==> config.mk <==
export PLATFORM = sky130hd
export DESIGN_NAME = short_long_press_classifier_flat
export DESIGN_NICKNAME = d
export VERILOG_FILES = /design/src/rtl/slpc_pkg.sv /design/src/rtl/slpc_if.sv /design/src/rtl/slpc_button_cell.sv /design/src/rtl/short_long_press_classifier.sv /design/src/flat_wrapper.sv
export SDC_FILE = /design/constraint.sdc
export NUM_CORES = 1
export LEC_CHECK = 0
export BUFFER_PORTS_ARGS = -buffer_cell sky130_fd_sc_hd__buf_2
export CAP_MARGIN = 40
export CORE_MARGIN = 2
export CORE_UTILIZATION = 45
export DETAILED_ROUTE_END_ITERATION = 6
export GPL_ROUTABILITY_DRIVEN = 0
export PLACE_DENSITY = 0.62
export SLEW_MARGIN = 5
export SYNTH_ARGS = -nofsm -noshare
export SYNTH_HDL_FRONTEND = slang
export SYNTH_SLANG_ARGS = --single-unit
==> constraint.sdc <==
create_clock -name clk -period 3 [get_ports clk]
set_clock_uncertainty 0.2 [all_clocks]
set_input_delay 0.45 -clock clk [delete_from_list [all_inputs] [get_ports clk]]
set_output_delay 0.45 -clock clk [all_outputs]
set_load 0.02 [all_outputs]
==> src/rtl/slpc_pkg.sv <==
// ----------------------------------------------------------------------------
// slpc_pkg
// Shared types and constants for the short/long press classifier.
// ----------------------------------------------------------------------------
package slpc_pkg;

	localparam int NUM_BUTTONS   = 2;
	localparam int COUNT_WIDTH   = 16;
	localparam int THRESH_W      = 16;
	localparam int CFG_IDX_W     = 1;
	localparam int CFG_DATA_W    = 16;

	localparam logic [THRESH_W-1:0] SHORT_MIN_RESET = 16'd50;
	localparam logic [THRESH_W-1:0] LONG_RESET      = 16'd500;

	typedef enum logic [CFG_IDX_W-1:0] {
		REG_SHORT_MIN = 1'b0,
		REG_LONG      = 1'b1
	} slpc_reg_t;

	typedef struct packed {
		logic short_ev;
		logic long_ev;
	} slpc_event_t;

	typedef struct packed {
		logic [THRESH_W-1:0] short_min;
		logic [THRESH_W-1:0] long_thr;
	} slpc_thresh_t;

endpackage

==> src/rtl/slpc_if.sv <==
// ----------------------------------------------------------------------------
// slpc_if
// Valid/ready channels for tick words and press-event words.
// ----------------------------------------------------------------------------
interface slpc_in_if import slpc_pkg::*; ();
	logic                   valid;
	logic                   ready;
	logic [NUM_BUTTONS-1:0] button_levels;

	modport source (output valid, output button_levels, input ready);
	modport sink (input valid, input button_levels, output ready);
endinterface

interface slpc_out_if import slpc_pkg::*; ();
	logic                   valid;
	logic                   ready;
	logic [NUM_BUTTONS-1:0] short_press_mask;
	logic [NUM_BUTTONS-1:0] long_press_mask;

	modport source (output valid, output short_press_mask, output long_press_mask,
		input ready);
	modport sink (input valid, input short_press_mask, input long_press_mask,
		output ready);
endinterface

==> src/rtl/slpc_button_cell.sv <==
// ----------------------------------------------------------------------------
// slpc_button_cell
// Held-time counter and long latch of one button; classifies one tick.
// ----------------------------------------------------------------------------
module slpc_button_cell import slpc_pkg::*; #(
	parameter int COUNT_W = COUNT_WIDTH
) (
	input  logic         clk,
	input  logic         arst_n,
	input  logic         advance,
	input  logic         pressed,
	input  slpc_thresh_t thresh,
	output slpc_event_t  event_o
);

	localparam int CMP_W = (COUNT_W > THRESH_W) ? COUNT_W : THRESH_W;
	localparam logic [COUNT_W-1:0] CNT_MAX = {COUNT_W{1'b1}};

	logic [COUNT_W-1:0] count_q;
	logic               latched_q;
	logic [COUNT_W-1:0] count_inc;
	logic [CMP_W-1:0]   count_ext;
	logic [CMP_W-1:0]   inc_ext;
	logic [CMP_W-1:0]   short_ext;
	logic [CMP_W-1:0]   long_ext;

	always_comb begin
		count_inc = (count_q == CNT_MAX) ? count_q : count_q + 1'b1;
		count_ext = CMP_W'(count_q);
		inc_ext   = CMP_W'(count_inc);
		short_ext = CMP_W'(thresh.short_min);
		long_ext  = CMP_W'(thresh.long_thr);
		event_o.long_ev  = pressed && !latched_q && (inc_ext > long_ext);
		event_o.short_ev = !pressed && (count_ext >= short_ext) && (count_ext < long_ext);
	end

	always_ff @(posedge clk or negedge arst_n) begin
		if (!arst_n) begin
			count_q   <= '0;
			latched_q <= 1'b0;
		end else if (advance) begin
			if (pressed) begin
				count_q   <= count_inc;
				latched_q <= latched_q | event_o.long_ev;
			end else begin
				count_q   <= '0;
				latched_q <= 1'b0;
			end
		end
	end

endmodule

==> src/rtl/short_long_press_classifier.sv <==
// ----------------------------------------------------------------------------
// short_long_press_classifier
// Classifies button holds into short and long press events, one tick a word.
// ----------------------------------------------------------------------------
//  channel | dir | payload                              | handshake
//  in_ch   | in  | button_levels                        | valid/ready
//  out_ch  | out | short_press_mask, long_press_mask    | valid/ready
//  cfg     | in  | cfg_index, cfg_wdata                 | cfg_we, no back-pressure
//
//  One word per cycle while the output is not stalled; a taken tick word passes
//  the input register, then the result register after the per-button compares.
//  Reset clears the counters, latches, valid flags and restores the thresholds.
//  A stalled output holds both stages; input ready falls only when both are full.
// ----------------------------------------------------------------------------
module short_long_press_classifier import slpc_pkg::*; #(
	parameter int COUNT_W = COUNT_WIDTH
) (
	input  logic                  clk,
	input  logic                  arst_n,
	input  logic                  cfg_we,
	input  logic [CFG_IDX_W-1:0]  cfg_index,
	input  logic [CFG_DATA_W-1:0] cfg_wdata,
	slpc_in_if.sink               in_ch,
	slpc_out_if.source            out_ch
);

	slpc_thresh_t           thresh_q;
	logic                   valid_s1;
	logic [NUM_BUTTONS-1:0] levels_s1;
	logic                   out_valid_q;
	logic [NUM_BUTTONS-1:0] short_q;
	logic [NUM_BUTTONS-1:0] long_q;
	logic                   advance;
	logic                   take;
	slpc_event_t            events [NUM_BUTTONS];
	logic [NUM_BUTTONS-1:0] short_next;
	logic [NUM_BUTTONS-1:0] long_next;

	assign advance     = valid_s1 && (!out_valid_q || out_ch.ready);
	assign take        = in_ch.valid && in_ch.ready;
	assign in_ch.ready = !valid_s1 || !out_valid_q || out_ch.ready;

	always_ff @(posedge clk or negedge arst_n) begin
		if (!arst_n) begin
			thresh_q.short_min <= SHORT_MIN_RESET;
			thresh_q.long_thr  <= LONG_RESET;
		end else if (cfg_we) begin
			unique case (slpc_reg_t'(cfg_index))
				REG_SHORT_MIN: thresh_q.short_min <= cfg_wdata[THRESH_W-1:0];
				REG_LONG:      thresh_q.long_thr  <= cfg_wdata[THRESH_W-1:0];
				default: ;
			endcase
		end
	end

	always_ff @(posedge clk or negedge arst_n) begin
		if (!arst_n) begin
			valid_s1    <= 1'b0;
			out_valid_q <= 1'b0;
		end else begin
			if (in_ch.ready) valid_s1 <= in_ch.valid;
			if (!out_valid_q || out_ch.ready) out_valid_q <= valid_s1;
		end
	end

	always_ff @(posedge clk) begin
		if (take) levels_s1 <= in_ch.button_levels;
		if (advance) begin
			short_q <= short_next;
			long_q  <= long_next;
		end
	end

	for (genvar b = 0; b < NUM_BUTTONS; b++) begin : g_btn
		slpc_button_cell #(.COUNT_W(COUNT_W)) u_cell (
			.clk     (clk),
			.arst_n  (arst_n),
			.advance (advance),
			.pressed (!levels_s1[b]),
			.thresh  (thresh_q),
			.event_o (events[b])
		);
		assign short_next[b] = events[b].short_ev;
		assign long_next[b]  = events[b].long_ev;
	end

	assign out_ch.valid            = out_valid_q;
	assign out_ch.short_press_mask = short_q;
	assign out_ch.long_press_mask  = long_q;

endmodule

==> src/flat_wrapper.sv <==
// flat-port wrapper written by rule: the top's interface ports become plain ports
module short_long_press_classifier_flat import slpc_pkg::*;
#(
	parameter int COUNT_W = COUNT_WIDTH
)
  (clk, arst_n, cfg_we, cfg_index, cfg_wdata, in_ch_valid, in_ch_button_levels, in_ch_ready, out_ch_valid, out_ch_short_press_mask, out_ch_long_press_mask, out_ch_ready);
  slpc_in_if in_ch_i ();
  slpc_out_if out_ch_i ();
  input  logic clk;
  input  logic arst_n;
  input  logic cfg_we;
  input  logic [CFG_IDX_W-1:0] cfg_index;
  input  logic [CFG_DATA_W-1:0] cfg_wdata;
  input wire logic [$bits(in_ch_i.valid)-1:0] in_ch_valid;
  input wire logic [$bits(in_ch_i.button_levels)-1:0] in_ch_button_levels;
  output wire logic [$bits(in_ch_i.ready)-1:0] in_ch_ready;
  output wire logic [$bits(out_ch_i.valid)-1:0] out_ch_valid;
  output wire logic [$bits(out_ch_i.short_press_mask)-1:0] out_ch_short_press_mask;
  output wire logic [$bits(out_ch_i.long_press_mask)-1:0] out_ch_long_press_mask;
  input wire logic [$bits(out_ch_i.ready)-1:0] out_ch_ready;
  assign in_ch_i.valid = in_ch_valid;
  assign in_ch_i.button_levels = in_ch_button_levels;
  assign in_ch_ready = in_ch_i.ready;
  assign out_ch_valid = out_ch_i.valid;
  assign out_ch_short_press_mask = out_ch_i.short_press_mask;
  assign out_ch_long_press_mask = out_ch_i.long_press_mask;
  assign out_ch_i.ready = out_ch_ready;
  short_long_press_classifier #(.COUNT_W(COUNT_W)) u_core (.clk(clk), .arst_n(arst_n), .cfg_we(cfg_we), .cfg_index(cfg_index), .cfg_wdata(cfg_wdata), .in_ch(in_ch_i), .out_ch(out_ch_i));
endmodule
==> metrics.cfg <==
[status]
outcome=finished with violations
violations=negative setup slack

[logic_synthesis]
synth_largest_area_cell=dfrtp_1
post_synth_num_cell_types=63
syn_inst=649
synthFlopType=dfrtp_1
async_reset_ff_share_pct=91.89
yosysWarnings=0
syn_area_um2=5949
synth-edff-count=6
syn_nets=769
synthTopCellsByArea=dfrtp_1 25%, ha_1 20%, nand2_1 4.0%
yosysTopAreaCellShare_pct=24.82
ys_seq_area_share_pct=31.82
syn_area_per_cell_um2=9.167
ys_seq_elements=74

[sta]
period_minus_slack_ns=3.113
fmax_mhz=321.2
whs_ns=0.06667
relSlewSlack_pct=54.49
setup_tns_ns=-0.2566
hold_viol=0
report.final.slew_viol_count=0
tightestPinTransition_ns=0.6826
setup_viol=4
rsz0062_at_grt=yes
min_period_over_period_pct=103.8
finalWorstSetupSlack_ns=-0.1130

[finish]
fin_nets=865
design_area_um2=7256
fin_cells=926
final_common_cell=ha_1
diodes=0
utilization_pct=55.45
layout_common_cells=93 x ha_1, 75 x buf_4, 64 x nand2_1
area_delta_synth_final_pct=21.96
drive_above_1_share_pct=24.53

[route]
routed_wl_mm=16.82
ant_nets=0
drt_iter0_drc=354
drt_first_pass_iters=5
via_per_inst=5.826
vias=5395
wire_per_inst_um=18.16
drc=0

[power]
p_leak_nw=3.598
power_mw=3.452
ir_drop_uv=324.8
power.density_nw_per_um2=475.8

[placement]
io_buffers=29
placed_area_um2=6815
post-place-ws_ns=-0.1282
dpl.hpwl_mm=12.99
dp.cells=902

[clock_tree]
cts_max_path_buffers=2
clk_latency_ns=0.36
cts_buffers=9
tritoncts=yes
cts_root_buf=clkbuf_16
cts_max_level=3
clk_pin_slew_ns=0.06
cts.sinks=74

[worst_setup_path]
path_class=reg2reg
end_kind=register
cp_max_fo=4
crit_arrival_ns=3.03
crit_required_ns=2.92
crit_start=u_core.g_btn[1].u_cell.count_ext[1]
cp-start-kind=register
reg2reg_setup_slack_ns=-0.11
critical_path.endpoint=u_core.out_ch.long_press_mask[1]
r2r_cells=11
r2r-start=u_core.g_btn[1].u_cell.count_ext[1]
reg2reg_to=u_core.out_ch.long_press_mask[1]

[global_routing]
grt_pass1_wl_mm=27.05
grt_pass1_vias=5366
grt_usage_pct=24.58
grt_max_degree=43
antenna_found_initial=0
grt_overflow=0

[die]
die_h_um=119.0
fp.dieArea_um2=14160
pin_count=30
core_um2=13090
rows=42
start_util_pct=45.47
die_w_um=119.0

[hold_path]
hold_path.class=in2reg

[flow_run]
drv_cap=0

-- where the power goes --
group / internal (mW) / switching [mW] / total [mW]
Clock: 0.659 / 0.494 / 1.15
Sequential: 1.13 / 0.0601 / 1.19
Combinational: 0.446 / 0.662 / 1.11
-- registers in the layout, summed over array words and instances (netlist names) --
register,flops
u_core.valid_s1,1
u_core.out_ch.long_press_mask,2
u_core.g_btn.u_cell.latched_q,2
u_core.out_ch.short_press_mask,2
u_core.out_ch.valid,1
u_core.levels_s1,2
u_core.thresh_q,32
u_core.g_btn.u_cell.count_ext,32
-- cell usage after synthesis (13+ instances only) --
cell and instances:
o21ai_0 46, nand2_1 64, nand3_1 17, dfrtp_1 59, clkbuf_1 13, inv_1 47, mux2_2 18, xnor2_1 15
nand4_1 16, ha_1 96, a21oi_1 47, a21o_1 15, nor2_1 33
-- metal layers --
layer | vias up | global-route usage, % | routed length, µm
met1 | 2580 | 31.33 | 7301
met4 | 0 | 11.38 | 587
met3 | 55 | 5.556 | 1032
met2 | 177 | 39.62 | 7897
met5 | - | 0 | 0
li1 | 2583 | - | -
-- worst max-delay path, cell delays in order, from the launching register on --
cell and delay (ns):
dfrtp_1 0.39, ha_2 0.19, and2_4 0.14, and4_4 0.20, a2111oi_4 0.32, xor2_1 0.19, ha_1 0.26, a21oi_1 0.13
o21ai_1 0.10, a221o_1 0.33, a211o_1 0.25, and3b_1 0.16
-- timing repair --
action                                  4_1_cts  5_1_grt
resized for setup                             6       12
hold endpoints to repair                     26        0
endpoints found under the setup margin        4        5
setup buffers                                 3        4
pin swaps                                     1       20
hold buffers                                  1        0
-- final cells by class --
class / instances / area, µm²
clock inverter: 7 / 81.33
inverter: 47 / 176.4
clock buffer: 9 / 225.2
sequential: 74 / 1893
multi-input combinational: 506 / 3901
fill: 1167 / 5829
tap: 176 / 220.2
timing repair buffer: 107 / 758.2
-- worst min path at each step --
| stage | depth (start not counted) | slack (ns) | end | startpoint |
|---|---|---|---|---|
| after floorplan | 0 | -0.05 | u_core.g_btn[0].u_cell.count_ext[0] | arst_n |
| after global placement | 1 | 0.27 | u_core.g_btn[1].u_cell.latched_q | u_core.g_btn[1].u_cell.latched_q |
| after detailed placement | 1 | 0.28 | u_core.g_btn[1].u_cell.latched_q | u_core.g_btn[1].u_cell.latched_q |
| after CTS | 1 | 0.06 | u_core.levels_s1[1] | in_ch_button_levels[1] |
| after global routing | 1 | 0.06 | u_core.levels_s1[0] | in_ch_button_levels[0] |
| final | 1 | 0.07 | u_core.levels_s1[1] | in_ch_button_levels[1] |
-- cell families (layout without fill, tap and decap cells) --
| logic type | after synthesis | after routing | synth area share (%) |
|---|---|---|---|
| AOI/OAI and AO/OA | 169 | 169 | 18.68 |
| xor gates and xnor gates | 23 | 23 | 3.386 |
| adders and majority gates | 96 | 96 | 20.19 |
| buffers and inverters | 69 | 170 | 4.858 |
| DFF | 74 | 74 | 31.82 |
| muxes | 25 | 25 | 4.585 |
| and+or+nand+nor | 193 | 193 | 16.49 |
Note: power is estimated with default switching activity, not from simulation.
